--- src/dssc_pkg.sv ---
// dssc_pkg: shared types, opcodes and codes for the debug step/stop controller
// depends on nothing; used by every module in src

package dssc_pkg;

	// apb address width: eight 32-bit registers at byte offsets 0..28
	localparam int unsigned AddrWidth = 5;
	localparam int unsigned DataWidth = 32;

	// opcodes that matter for call tracking
	localparam logic [7:0] OpJsr    = 8'h20;
	localparam logic [7:0] OpRts    = 8'h60;
	localparam logic [7:0] OpRti    = 8'h40;
	localparam logic [7:0] OpJmp    = 8'h4C;
	localparam logic [7:0] OpJmpInd = 8'h6C;
	localparam logic [7:0] OpJmpIdx = 8'h7C;

	// stack bytes pushed by a call
	localparam logic [7:0] ReturnAddressBytes = 8'd2;

	// run kinds
	localparam logic [2:0] KindRunTo    = 3'd0;
	localparam logic [2:0] KindStepInto = 3'd1;
	localparam logic [2:0] KindTrace    = 3'd2;
	localparam logic [2:0] KindStepOver = 3'd3;
	localparam logic [2:0] KindStepOut  = 3'd4;
	localparam logic [2:0] KindGo       = 3'd5;

	// stop reasons
	localparam logic [2:0] ReasonPause      = 3'd0;
	localparam logic [2:0] ReasonRunTo      = 3'd1;
	localparam logic [2:0] ReasonStep       = 3'd2;
	localparam logic [2:0] ReasonBreakpoint = 3'd3;
	localparam logic [2:0] ReasonWatchpoint = 3'd4;

	// request types
	localparam logic [1:0] ReqBegin = 2'd0;
	localparam logic [1:0] ReqCheck = 2'd1;
	localparam logic [1:0] ReqEnd   = 2'd2;

	// register indexes
	localparam logic [2:0] RegRunKind      = 3'd0;
	localparam logic [2:0] RegStepCount    = 3'd1;
	localparam logic [2:0] RegUntilEnable  = 3'd2;
	localparam logic [2:0] RegUntilAddress = 3'd3;
	localparam logic [2:0] RegSkipEnable   = 3'd4;
	localparam logic [2:0] RegSkipFirst    = 3'd5;
	localparam logic [2:0] RegSkipLast     = 3'd6;
	localparam logic [2:0] RegSourceMode   = 3'd7;

	typedef struct packed {
		logic [2:0]  run_kind;
		logic [15:0] step_count;
		logic        until_enable;
		logic [15:0] until_address;
		logic        skip_enable;
		logic [15:0] skip_first;
		logic [15:0] skip_last;
		logic        source_mode;
	} cfg_t;

	typedef struct packed {
		logic [1:0]  req_type;
		logic [15:0] pc;
		logic [7:0]  sp;
		logic [7:0]  opcode;
		logic        line_valid;
		logic [15:0] line_id;
		logic        in_step_filter;
		logic        breakpoint_hit;
		logic        watch_pending;
	} item_t;

	typedef struct packed {
		logic       stop_before;
		logic       pending_stop;
		logic [2:0] stop_reason;
		logic       run_active;
	} result_t;

	// returns, interrupt returns and jumps leave a called routine
	function automatic logic is_transfer(input logic [7:0] op);
		return (op == OpRts) || (op == OpRti) || (op == OpJmp) ||
			(op == OpJmpInd) || (op == OpJmpIdx);
	endfunction

endpackage

--- src/debug_step_stop_controller.sv ---
// debug_step_stop_controller: debug run/step stop controller, top level
// path: each accepted item passes the input register, then the result register
// throughput: one item per cycle while out_stall does not hold the result register
// reset: arst_n clears run state, pipeline valids and loads register defaults
// depends on dssc_pkg, dssc_cfg_regs, dssc_core

module debug_step_stop_controller (
	input  logic                            clk,
	input  logic                            arst_n,
	// apb configuration port
	input  logic                            psel,
	input  logic                            penable,
	input  logic                            pwrite,
	input  logic [dssc_pkg::AddrWidth-1:0]  paddr,
	input  logic [dssc_pkg::DataWidth-1:0]  pwdata,
	output logic [dssc_pkg::DataWidth-1:0]  prdata,
	output logic                            pready,
	// input channel
	input  logic                            in_valid,
	output logic                            in_stall,
	input  logic [1:0]                      req_type,
	input  logic [15:0]                     pc,
	input  logic [7:0]                      sp,
	input  logic [7:0]                      opcode,
	input  logic                            line_valid,
	input  logic [15:0]                     line_id,
	input  logic                            in_step_filter,
	input  logic                            breakpoint_hit,
	input  logic                            watch_pending,
	// output channel
	output logic                            out_valid,
	input  logic                            out_stall,
	output logic                            stop_before,
	output logic                            pending_stop,
	output logic [2:0]                      stop_reason,
	output logic                            run_active
);

	dssc_pkg::cfg_t    cfg;
	dssc_pkg::item_t   item_s1;
	dssc_pkg::result_t result_comb, result_s2;
	logic              valid_s1, valid_s2, out_free, advance, take_in;

	assign pready = 1'b1;

	dssc_cfg_regs u_cfg (
		.clk     (clk),
		.arst_n  (arst_n),
		.psel    (psel),
		.penable (penable),
		.pwrite  (pwrite),
		.paddr   (paddr),
		.pwdata  (pwdata),
		.prdata  (prdata),
		.cfg     (cfg)
	);

	// pipeline flow control
	assign out_free = !valid_s2 || !out_stall;
	assign advance  = valid_s1 && out_free;
	assign in_stall = valid_s1 && !out_free;
	assign take_in  = in_valid && !in_stall;

	// input register
	always_ff @(posedge clk or negedge arst_n) begin
		if (!arst_n)
			valid_s1 <= 1'b0;
		else if (take_in)
			valid_s1 <= 1'b1;
		else if (advance)
			valid_s1 <= 1'b0;
	end

	always_ff @(posedge clk) begin
		if (take_in) begin
			item_s1.req_type       <= req_type;
			item_s1.pc             <= pc;
			item_s1.sp             <= sp;
			item_s1.opcode         <= opcode;
			item_s1.line_valid     <= line_valid;
			item_s1.line_id        <= line_id;
			item_s1.in_step_filter <= in_step_filter;
			item_s1.breakpoint_hit <= breakpoint_hit;
			item_s1.watch_pending  <= watch_pending;
		end
	end

	dssc_core u_core (
		.clk     (clk),
		.arst_n  (arst_n),
		.advance (advance),
		.item    (item_s1),
		.cfg     (cfg),
		.result  (result_comb)
	);

	// result register
	always_ff @(posedge clk or negedge arst_n) begin
		if (!arst_n)
			valid_s2 <= 1'b0;
		else if (out_free)
			valid_s2 <= valid_s1;
	end

	always_ff @(posedge clk) begin
		if (advance)
			result_s2 <= result_comb;
	end

	assign out_valid    = valid_s2;
	assign stop_before  = result_s2.stop_before;
	assign pending_stop = result_s2.pending_stop;
	assign stop_reason  = result_s2.stop_reason;
	assign run_active   = result_s2.run_active;

endmodule

--- src/dssc_cfg_regs.sv ---
// dssc_cfg_regs: apb register file holding the run configuration
// depends on dssc_pkg

module dssc_cfg_regs (
	input  logic                            clk,
	input  logic                            arst_n,
	input  logic                            psel,
	input  logic                            penable,
	input  logic                            pwrite,
	input  logic [dssc_pkg::AddrWidth-1:0]  paddr,
	input  logic [dssc_pkg::DataWidth-1:0]  pwdata,
	output logic [dssc_pkg::DataWidth-1:0]  prdata,
	output dssc_pkg::cfg_t                  cfg
);

	dssc_pkg::cfg_t cfg_q;
	logic [2:0]     reg_index;
	logic           wr_en;

	assign reg_index = paddr[4:2];
	assign wr_en     = psel && penable && pwrite;
	assign cfg       = cfg_q;

	// register writes
	always_ff @(posedge clk or negedge arst_n) begin
		if (!arst_n) begin
			cfg_q.run_kind      <= dssc_pkg::KindRunTo;
			cfg_q.step_count    <= 16'd1;
			cfg_q.until_enable  <= 1'b0;
			cfg_q.until_address <= 16'd0;
			cfg_q.skip_enable   <= 1'b0;
			cfg_q.skip_first    <= 16'd0;
			cfg_q.skip_last     <= 16'd0;
			cfg_q.source_mode   <= 1'b0;
		end else if (wr_en) begin
			case (reg_index)
				dssc_pkg::RegRunKind:      cfg_q.run_kind      <= pwdata[2:0];
				dssc_pkg::RegStepCount:    cfg_q.step_count    <= pwdata[15:0];
				dssc_pkg::RegUntilEnable:  cfg_q.until_enable  <= pwdata[0];
				dssc_pkg::RegUntilAddress: cfg_q.until_address <= pwdata[15:0];
				dssc_pkg::RegSkipEnable:   cfg_q.skip_enable   <= pwdata[0];
				dssc_pkg::RegSkipFirst:    cfg_q.skip_first    <= pwdata[15:0];
				dssc_pkg::RegSkipLast:     cfg_q.skip_last     <= pwdata[15:0];
				dssc_pkg::RegSourceMode:   cfg_q.source_mode   <= pwdata[0];
				default: ;
			endcase
		end
	end

	// read mux
	always_comb begin
		case (reg_index)
			dssc_pkg::RegRunKind:      prdata = {29'd0, cfg_q.run_kind};
			dssc_pkg::RegStepCount:    prdata = {16'd0, cfg_q.step_count};
			dssc_pkg::RegUntilEnable:  prdata = {31'd0, cfg_q.until_enable};
			dssc_pkg::RegUntilAddress: prdata = {16'd0, cfg_q.until_address};
			dssc_pkg::RegSkipEnable:   prdata = {31'd0, cfg_q.skip_enable};
			dssc_pkg::RegSkipFirst:    prdata = {16'd0, cfg_q.skip_first};
			dssc_pkg::RegSkipLast:     prdata = {16'd0, cfg_q.skip_last};
			dssc_pkg::RegSourceMode:   prdata = {31'd0, cfg_q.source_mode};
			default:                   prdata = '0;
		endcase
	end

endmodule

--- src/dssc_core.sv ---
// dssc_core: run state and the single-pass stop decision for one item
// depends on dssc_pkg

module dssc_core (
	input  logic              clk,
	input  logic              arst_n,
	input  logic              advance,
	input  dssc_pkg::item_t   item,
	input  dssc_pkg::cfg_t    cfg,
	output dssc_pkg::result_t result
);

	// run state
	logic        active_q, stopped_q, over_call_q, call_valid_q, start_line_valid_q;
	logic [2:0]  reason_q;
	logic [15:0] exec_count_q, start_line_q;
	logic [7:0]  start_stack_q, prev_op_q, call_level_q;

	// next state
	logic        active_d, stopped_d, over_call_d, call_valid_d, start_line_valid_d;
	logic [2:0]  reason_d;
	logic [15:0] exec_count_d, start_line_d;
	logic [7:0]  start_stack_d, prev_op_d, call_level_d;
	logic        stop_before_d;

	// decision terms
	logic        kind_into, first, tracking, leave_call, level_set, call_valid_t;
	logic [7:0]  call_level_t;
	logic        left_skip, new_line, complete, stop_done, stop_bp, stop_flag;

	assign kind_into = (cfg.run_kind == dssc_pkg::KindStepInto) ||
		(cfg.run_kind == dssc_pkg::KindTrace);
	assign first     = active_q && (exec_count_q == 16'd0);
	assign tracking  = active_q && !first;

	// call tracking by stack level
	assign leave_call = call_valid_q && (item.sp >= call_level_q) &&
		dssc_pkg::is_transfer(prev_op_q);
	assign level_set  = !(call_valid_q && !leave_call) && (prev_op_q == dssc_pkg::OpJsr) &&
		((cfg.run_kind == dssc_pkg::KindStepOver) || (kind_into && item.in_step_filter));
	assign call_valid_t = tracking ? ((call_valid_q && !leave_call) || level_set)
		: call_valid_q;
	assign call_level_t = (tracking && level_set) ?
		(item.sp + dssc_pkg::ReturnAddressBytes) : call_level_q;

	// completion test
	assign left_skip = cfg.skip_enable &&
		((item.pc < cfg.skip_first) || (item.pc > cfg.skip_last));
	assign new_line  = item.line_valid &&
		(!start_line_valid_q || (item.line_id != start_line_q));

	always_comb begin
		complete = 1'b0;
		if (cfg.source_mode && (cfg.run_kind != dssc_pkg::KindStepOut)) begin
			if (kind_into)
				complete = new_line && !call_valid_t;
			else if (cfg.run_kind == dssc_pkg::KindStepOver)
				complete = !call_valid_t && (new_line || (item.sp > start_stack_q));
		end else begin
			case (cfg.run_kind)
				dssc_pkg::KindRunTo:
					complete = (cfg.until_enable && (item.pc == cfg.until_address)) ||
						left_skip;
				dssc_pkg::KindStepInto, dssc_pkg::KindTrace:
					complete = (exec_count_q >= cfg.step_count) && !call_valid_t;
				dssc_pkg::KindStepOver:
					complete = !over_call_q || !call_valid_t;
				dssc_pkg::KindStepOut:
					complete = (item.sp > start_stack_q) &&
						dssc_pkg::is_transfer(prev_op_q);
				dssc_pkg::KindGo:
					complete = left_skip;
				default:
					complete = 1'b0;
			endcase
		end
	end

	assign stop_done = tracking && complete;
	assign stop_bp   = !stop_done && !first && item.breakpoint_hit;
	assign stop_flag = stop_done || stop_bp;

	// next state per request type
	always_comb begin
		active_d           = active_q;
		stopped_d          = stopped_q;
		reason_d           = reason_q;
		exec_count_d       = exec_count_q;
		start_stack_d      = start_stack_q;
		prev_op_d          = prev_op_q;
		over_call_d        = over_call_q;
		call_valid_d       = call_valid_q;
		call_level_d       = call_level_q;
		start_line_valid_d = start_line_valid_q;
		start_line_d       = start_line_q;
		stop_before_d      = 1'b0;
		case (item.req_type)
			dssc_pkg::ReqBegin: begin
				active_d           = 1'b1;
				stopped_d          = 1'b0;
				reason_d           = dssc_pkg::ReasonPause;
				exec_count_d       = 16'd0;
				start_stack_d      = item.sp;
				prev_op_d          = 8'd0;
				over_call_d        = (cfg.run_kind == dssc_pkg::KindStepOver) &&
					(item.opcode == dssc_pkg::OpJsr);
				call_valid_d       = 1'b0;
				call_level_d       = 8'd0;
				start_line_valid_d = cfg.source_mode && item.line_valid;
				start_line_d       = (cfg.source_mode && item.line_valid) ?
					item.line_id : 16'd0;
			end
			dssc_pkg::ReqEnd: begin
				active_d  = 1'b0;
				stopped_d = 1'b0;
			end
			dssc_pkg::ReqCheck: begin
				if (!stopped_q) begin
					call_valid_d = call_valid_t;
					call_level_d = call_level_t;
					if (stop_done) begin
						stopped_d = 1'b1;
						reason_d  = ((cfg.run_kind == dssc_pkg::KindRunTo) ||
							(cfg.run_kind == dssc_pkg::KindGo)) ?
							dssc_pkg::ReasonRunTo : dssc_pkg::ReasonStep;
					end else if (stop_bp) begin
						stopped_d = 1'b1;
						reason_d  = dssc_pkg::ReasonBreakpoint;
					end
					if (!stop_flag && active_q) begin
						prev_op_d = item.opcode;
						if (exec_count_q != 16'hFFFF)
							exec_count_d = exec_count_q + 16'd1;
					end
				end
				stop_before_d = stopped_d;
			end
			default: ;
		endcase
	end

	// status fields after the item
	assign result.stop_before  = stop_before_d;
	assign result.pending_stop = stopped_d || item.watch_pending;
	assign result.stop_reason  = stopped_d ? reason_d :
		(item.watch_pending ? dssc_pkg::ReasonWatchpoint : dssc_pkg::ReasonPause);
	assign result.run_active   = active_d;

	// state registers
	always_ff @(posedge clk or negedge arst_n) begin
		if (!arst_n) begin
			active_q           <= 1'b0;
			stopped_q          <= 1'b0;
			reason_q           <= dssc_pkg::ReasonPause;
			exec_count_q       <= 16'd0;
			start_stack_q      <= 8'd0;
			prev_op_q          <= 8'd0;
			over_call_q        <= 1'b0;
			call_valid_q       <= 1'b0;
			call_level_q       <= 8'd0;
			start_line_valid_q <= 1'b0;
			start_line_q       <= 16'd0;
		end else if (advance) begin
			active_q           <= active_d;
			stopped_q          <= stopped_d;
			reason_q           <= reason_d;
			exec_count_q       <= exec_count_d;
			start_stack_q      <= start_stack_d;
			prev_op_q          <= prev_op_d;
			over_call_q        <= over_call_d;
			call_valid_q       <= call_valid_d;
			call_level_q       <= call_level_d;
			start_line_valid_q <= start_line_valid_d;
			start_line_q       <= start_line_d;
		end
	end

endmodule

--- config.mk ---
export PLATFORM = sky130hd
export DESIGN_NAME = debug_step_stop_controller
export DESIGN_NICKNAME = d
export VERILOG_FILES = /design/src/dssc_pkg.sv /design/src/debug_step_stop_controller.sv /design/src/dssc_cfg_regs.sv /design/src/dssc_core.sv
export SDC_FILE = /design/constraint.sdc
export NUM_CORES = 1
export LEC_CHECK = 0
export ABC_AREA = 1
export ABC_CLOCK_PERIOD_IN_PS = 4700
export BUFFER_PORTS_ARGS = -buffer_cell sky130_fd_sc_hd__buf_2
export CORE_ASPECT_RATIO = 2
export CORE_MARGIN = 2
export CORE_UTILIZATION = 63
export CTS_CLUSTER_SIZE = 40
export DETAILED_ROUTE_END_ITERATION = 10
export PLACE_DENSITY = 0.89
export SETUP_SLACK_MARGIN = 0.05
export SKIP_CTS_REPAIR_TIMING = 1
export SLEW_MARGIN = 30
export SYNTH_ARGS = -nofsm -noshare
export SYNTH_HDL_FRONTEND = slang
export SYNTH_HIERARCHICAL = 1
export SYNTH_SLANG_ARGS = --single-unit
--- constraint.sdc ---
create_clock -name clk -period 4.7 [get_ports clk]
set_input_delay 0.235 -clock clk [delete_from_list [all_inputs] [get_ports clk]]
set_output_delay 0.235 -clock clk [all_outputs]
set_load 0.1 [all_outputs]
* Yosys cells after proc, flatten, opt, wreduce, memory -nomap -nowiden
Index checks and enable logic that the tools add are counted.
** Storage, ports and cells
- Register bits after elaboration :: 196
- Bits of input ports :: 98
- Word-level logic and storage cells :: 180
** Operators by class
- $add $sub $neg :: 2
- $lt $le $gt $ge :: 5
- Equal/unequal tests :: 29
- Multiplexer cells :: 33
- Reduce and logical (&&, ||, !) cells :: 77
** Operators by type and width (number)
- $pmux 32 s8 :: 1
- $mux 16 :: 4
- $eq 8x7->1 const B :: 5
- $mux 8 :: 4
- $pmux 16 s2 :: 1
- $pmux 8 s2 :: 2
- $logic_and 1x1->1 :: 28
- $eq 3x3->1 const B :: 6
- $reduce_and 2->1 :: 9
- $add 16x1->16 const B :: 1
- $eq 16x16->1 :: 1
- $eq 8x6->1 const B :: 2
- $ge 16x16->1 :: 1
- $gt 16x16->1 :: 1
- $logic_not 16->1 :: 1
- $logic_or 1x1->1 :: 16
- $lt 16x16->1 :: 1
- $ne 16x16->1 :: 1
- $ne 16x16->1 const B :: 1
- $mux 3 :: 5
- $eq 3x2->1 const B :: 4
- $logic_not 1->1 :: 12
- $mux 1 :: 10
- $add 8x2->8 const B :: 1
- 19 further kinds :: 28

* Longest topological paths before layout
- Depth after elaboration :: 28
- Mapped depth :: 24
- Gate-level depth less buffers :: 24

* Hierarchy
Netlist, hierarchy kept.
** Modules (own cells, without submodules)
- dssc_core :: instances 1, cells an instance 815, area each 5547.8 um^2, seq. area each 1601.5 um^2
- dssc_cfg_regs :: instances 1, cells an instance 385, area each 3457.1 um^2, seq. area each 1752.9 um^2
- debug_step_stop_controller :: instances 1, cells an instance 74, area each 1908.1 um^2, seq. area each 1851.8 um^2

* Worst setup path after synthesis
Ideal clock, no wire load.
- Kind :: flip-flop to flip-flop
- Start point :: register valid_s2, in the netlist out_valid
- End point :: register u_core.start_line_q[14]
- Library setup time :: 0.083 ns
- Arrival time :: 2.519 ns
- Data required time :: 4.617 ns
- Path slack :: 2.098 ns
- Cell stages (with the launch flop) :: 7
- Buffers on the path :: 1
- Period minus slack after synthesis :: 2.602 ns
- Cell sequence :: dfrtp_1 a21oi_1 nand2_1 nor2_1 nand3_1 clkbuf_1 o21ai_0
** On the way
- Cells in the longest elaborated chain, start to end :: 4
** RTL lines
- start: declaration :: RTL line debug_step_stop_controller.sv:42 : logic valid_s1, valid_s2, out_free, advance, take_in;
- start signal: assignment :: RTL line debug_step_stop_controller.sv:102 : valid_s2 <= valid_s1;
- $logic_not 1->1 :: RTL line debug_step_stop_controller.sv:59 : assign out_free = !valid_s2 || !out_stall;
- $logic_or 1x1->1 :: RTL line debug_step_stop_controller.sv:59
- $logic_and 1x1->1 :: RTL line debug_step_stop_controller.sv:60 : assign advance = valid_s1 && out_free;
- via advance :: RTL line debug_step_stop_controller.sv:42
- $reduce_and 2->1 (no source line)
- end signal: assignment :: RTL line dssc_core.sv:174 : start_line_q <= start_line_d;
- end: declaration :: RTL line dssc_core.sv:16 : logic [15:0] exec_count_q, start_line_q;
The timed path passes the listed nets, and every way through them passes these cells.
A chain may end at the register's enable or synchronous reset.

==> impl_results.md <==
- Status: finished with violations
- Failing checks: negative hold slack
- Post-layout net count: 1579
- Max-slew violations: 0
- Highest metal used: met4
- Initial antenna violation count: 0
- Min-Delay Path Class: input pin to flop
- Post-synth ARST share: 0.694
- Synthesis Warnings: 6
- Hold path depth: 3
- Number of port buffers: 103
- Post-synthesis sequential area ratio: 0.477
- Post-Synth Adder-Cell Area: 0.0757
- Post-Synth XOR/XNOR Area: 0.0209
- WP buf/inv: 0
- WS Path Type: flop to flop
- Worst slew pin tran: approximately 0.96 ns
- Crit Path Max Fanout: 6
- Drt wl/cell: between 15 and 20 um
- Final Core Density: 0.734
- Largest family of logic cells by synthesized area: simple AND/OR/NAND/NOR gates
- Syn-to-layout area delta: 15.0%
- Post-Syn Instances: approximately 1300
- Core region area: between 15000 and 20000 sq um
- RR Endpoint: pending_stop$_DFFE_PP_
- Synth Area in Compound Gates: 0.105
- Tot Pwr: a little under 5 mW
- CTS root buffer: clkbuf_16
- Number of synthesized register bits: 196
- Initial DRC Count: a little under 800
- CP Capture Type: flop
- Most common cell on crit path: nand2_1
- Worst EP required: 4.90 ns
- PwrDens: slightly below 400 nW/um^2
- Final WL: 26800 um
- Post-Synth Simple-Gate Area: 0.222
- Largest net degree at the start of global routing: 71
- Vias in the first global route: 9046
- Synth cell types: 45
- Final count of negative-setup-slack endpoints: 0
- IO Count: 139
- Pleak: between 6 and 7 nW
- DRC: 0
- Die Ht: ~190 um
- Worst Setup Start Kind: flop
- Routed length on met3: approximately 1700 um
- Crit path max-delay family: simple AND/OR/NAND/NOR gates
- Setup TNS Final: 0 ns
- Final Critical Period: about 2.9 ns
- Die width: 97.1 um
- Diodes inserted: 0
- RSZ-0062 raised after global routing: no
- CTS tree: built
- M1 WL: approximately 10000 um
- CP max stage delay: 0.52 ns
- Total Routing Usage GR: 0.279
- Synth top area share: 0.310
- Met2 WL: 14100 um
- R2R depth: 20
- Final HPWL DP: 18000 um
- Cells along the critical path: ha_1 > nand2_1 > nand3_1 > nand2_1 > nand2_1 > nand2_1 > nand2_1 > nand2_1 > nand2_1 > nand2_2 > nand2_1 > nand2_1 > nand2_1 > nor2_2 > nand3_1 > nand2_2 > nand2_1 > nand2_1 > nand2_1 > or2_2
- VDD IR-drop max: 393 uV
- Reg-to-reg slack, setup: 1.84 ns
- Number of buffers created by CTS: 17
- Reg2reg start: item_s1[29]$_DFFE_PP_
- Cell taking the most area after synthesis: dfrtp_1
- Post-Syn Area: between 10000 and 15000 sq um
- CP arrival: 3.05 ns
- Max Clock Skew: around 0.011 ns
- Top_reg_cell synth: dfrtp_1
- Routed Antenna Nets: 0
- Min-delay src: in_valid
- Hold_ws: -0.00290 ns
- CTS H-Tree Depth: 4
- Top cells by area, synth: dfrtp_1 31%, edfxtp_1 17%, nand2_1 11%
- Post-Syn Area per Cell: 8.57 sq um
- Maximum clock rate: 0.350 GHz
- Final worst path period share: 0.608
- Die area: 18500 sq um
- Slowest-stage cell, CP: edfxtp_1
- Hold Vio Cnt, Final: 1
- Via count: 9369
- Hold endpoint: valid_s1$_DFFE_PN0P_
- Post-synthesis mux area share: 0
- Worst skew pair latency: 0.45 ns
- Clock buffer depth: 2
- Number of flops mapped to enable cells by yosys: 60
- Register clock-pin slew on the reported worst setup and hold paths: 0.08 ns
- CTS sink count: ~200
- Share of cells above drive strength 1: 0.141
- First-pass GRT wire length: 41700 um
- GP Congestion: between 0.9 and 1
- Vias per cell: 5.72
- Gr ovfl total: 0
- Total of max-cap violations: 0
- Drt pass-1 iters: 8
- Worst slew margin: 0.356
- Rows: 68
- Starting Density: 0.638
- Most frequent cells in the layout: 318 x nand2_1, 173 x inv_1, 135 x dfrtp_1
- Commonest non-fill, non-tap cell in the layout: nand2_1
how the worst max path moves through the flow:
| stage | from | endpoint | cells after the start |
|---|---|---|---|
| 2_1_floorplan | out_valid$_DFFE_PN0P_ | u_core/start_line_q[14]$_DFFE_PN0P_ | 6 |
| 3_3_place_gp | item_s1[49]$_DFFE_PP_ | pending_stop$_DFFE_PP_ | 15 |
| 3_5_place_dp | out_valid$_DFFE_PN0P_ | u_core/start_line_q[8]$_DFFE_PN0P_ | 6 |
| 4_1_cts | item_s1[29]$_DFFE_PP_ | pending_stop$_DFFE_PP_ | 20 |
| 5_1_grt | item_s1[29]$_DFFE_PP_ | u_core/exec_count_q[1]$_DFFE_PN0P_ | 21 |
| 6_report | item_s1[29]$_DFFE_PP_ | pending_stop$_DFFE_PP_ | 20 |
Yosys cell counts, types with 3 or more instances:
| cell | instances |
|---|---|
| o21ai_0 | 60 |
| buf_2 | 9 |
| o22ai_1 | 11 |
| o21ai_2 | 24 |
| buf_4 | 22 |
| dfrtp_1 | 135 |
| a21oi_2 | 11 |
| o21a_1 | 3 |
| nor2_1 | 105 |
| xnor2_1 | 11 |
| xor2_1 | 15 |
| nand4_1 | 44 |
| inv_1 | 174 |
| nor3_1 | 11 |
| nand3_2 | 4 |
| nor4_1 | 7 |
| edfxtp_1 | 60 |
| o21ai_1 | 16 |
| nand2_2 | 4 |
| inv_2 | 3 |
| o31ai_1 | 3 |
| nand3_1 | 49 |
| a211oi_1 | 3 |
| ha_1 | 66 |
| buf_6 | 14 |
| a21oi_1 | 57 |
| nand2_1 | 318 |
| clkbuf_1 | 11 |
| nor2_2 | 3 |
worst min-delay path, stage by stage:
cell and delay [ns]:
buf_2 0.09, inv_1 0.03, nand2_1 0.05
logic make-up after synthesis:
logic type	after synthesis
and+or+nand+nor	557
AOI/OAI and AO/OA	193
other	2
DFF	196
buffers and inverters	234
xor gates and xnor gates	26
adders and majority gates	66
registers in the layout, summed over array words and instances (netlist names), 3 cells and up:
name	flops
u_core/start_line_q	16
stop_reason	3
u_core/call_level_q	8
u_cfg/cfg	70
item_s1	54
u_core/start_stack_q	8
u_core/reason_q	3
u_core/prev_op_q	8
u_core/exec_count_q	16
report_power, final:
group          switching (mW)  total, mW  internal [mW]  leakage (nW)
logic                   0.868       1.27          0.404          3.44
registers               0.187       2.19           2.00          2.33
clock network           0.715       1.48          0.765         0.291
total                    1.77       4.94           3.17          6.07
metal layers:
| metal | global-route usage | vias to the layer above |
|---|---|---|
| met4 | 0.128 | 0 |
| met2 | 0.487 | 433 |
| li1 | - | 4417 |
| met1 | 0.337 | 4451 |
| met5 | 0 | - |
| met3 | 0.0474 | 68 |
layout make-up:
class / instances / area, sq um
sequential: 196 / 5210
timing repair buffer: 163 / 1110
tap: 210 / 263
inverter: 178 / 671
multi-input combinational: 859 / 4690
fill: 1185 / 4550
clock inverter: 15 / 183
clock buffer: 17 / 425
stage by stage:
step / setup WS (ns) / area, sq um / cells
floorplan: 2.10 / 11000 / 1289
global placement: 2.02 / 11400 / 1551
detailed placement: 1.96 / 11400 / 1551
CTS: 1.87 / 12000 / 1583
global route: 1.61 / 12500 / 1638
finish: 1.84 / 12500 / 1638
Note: power is estimated with default switching activity, not from simulation.
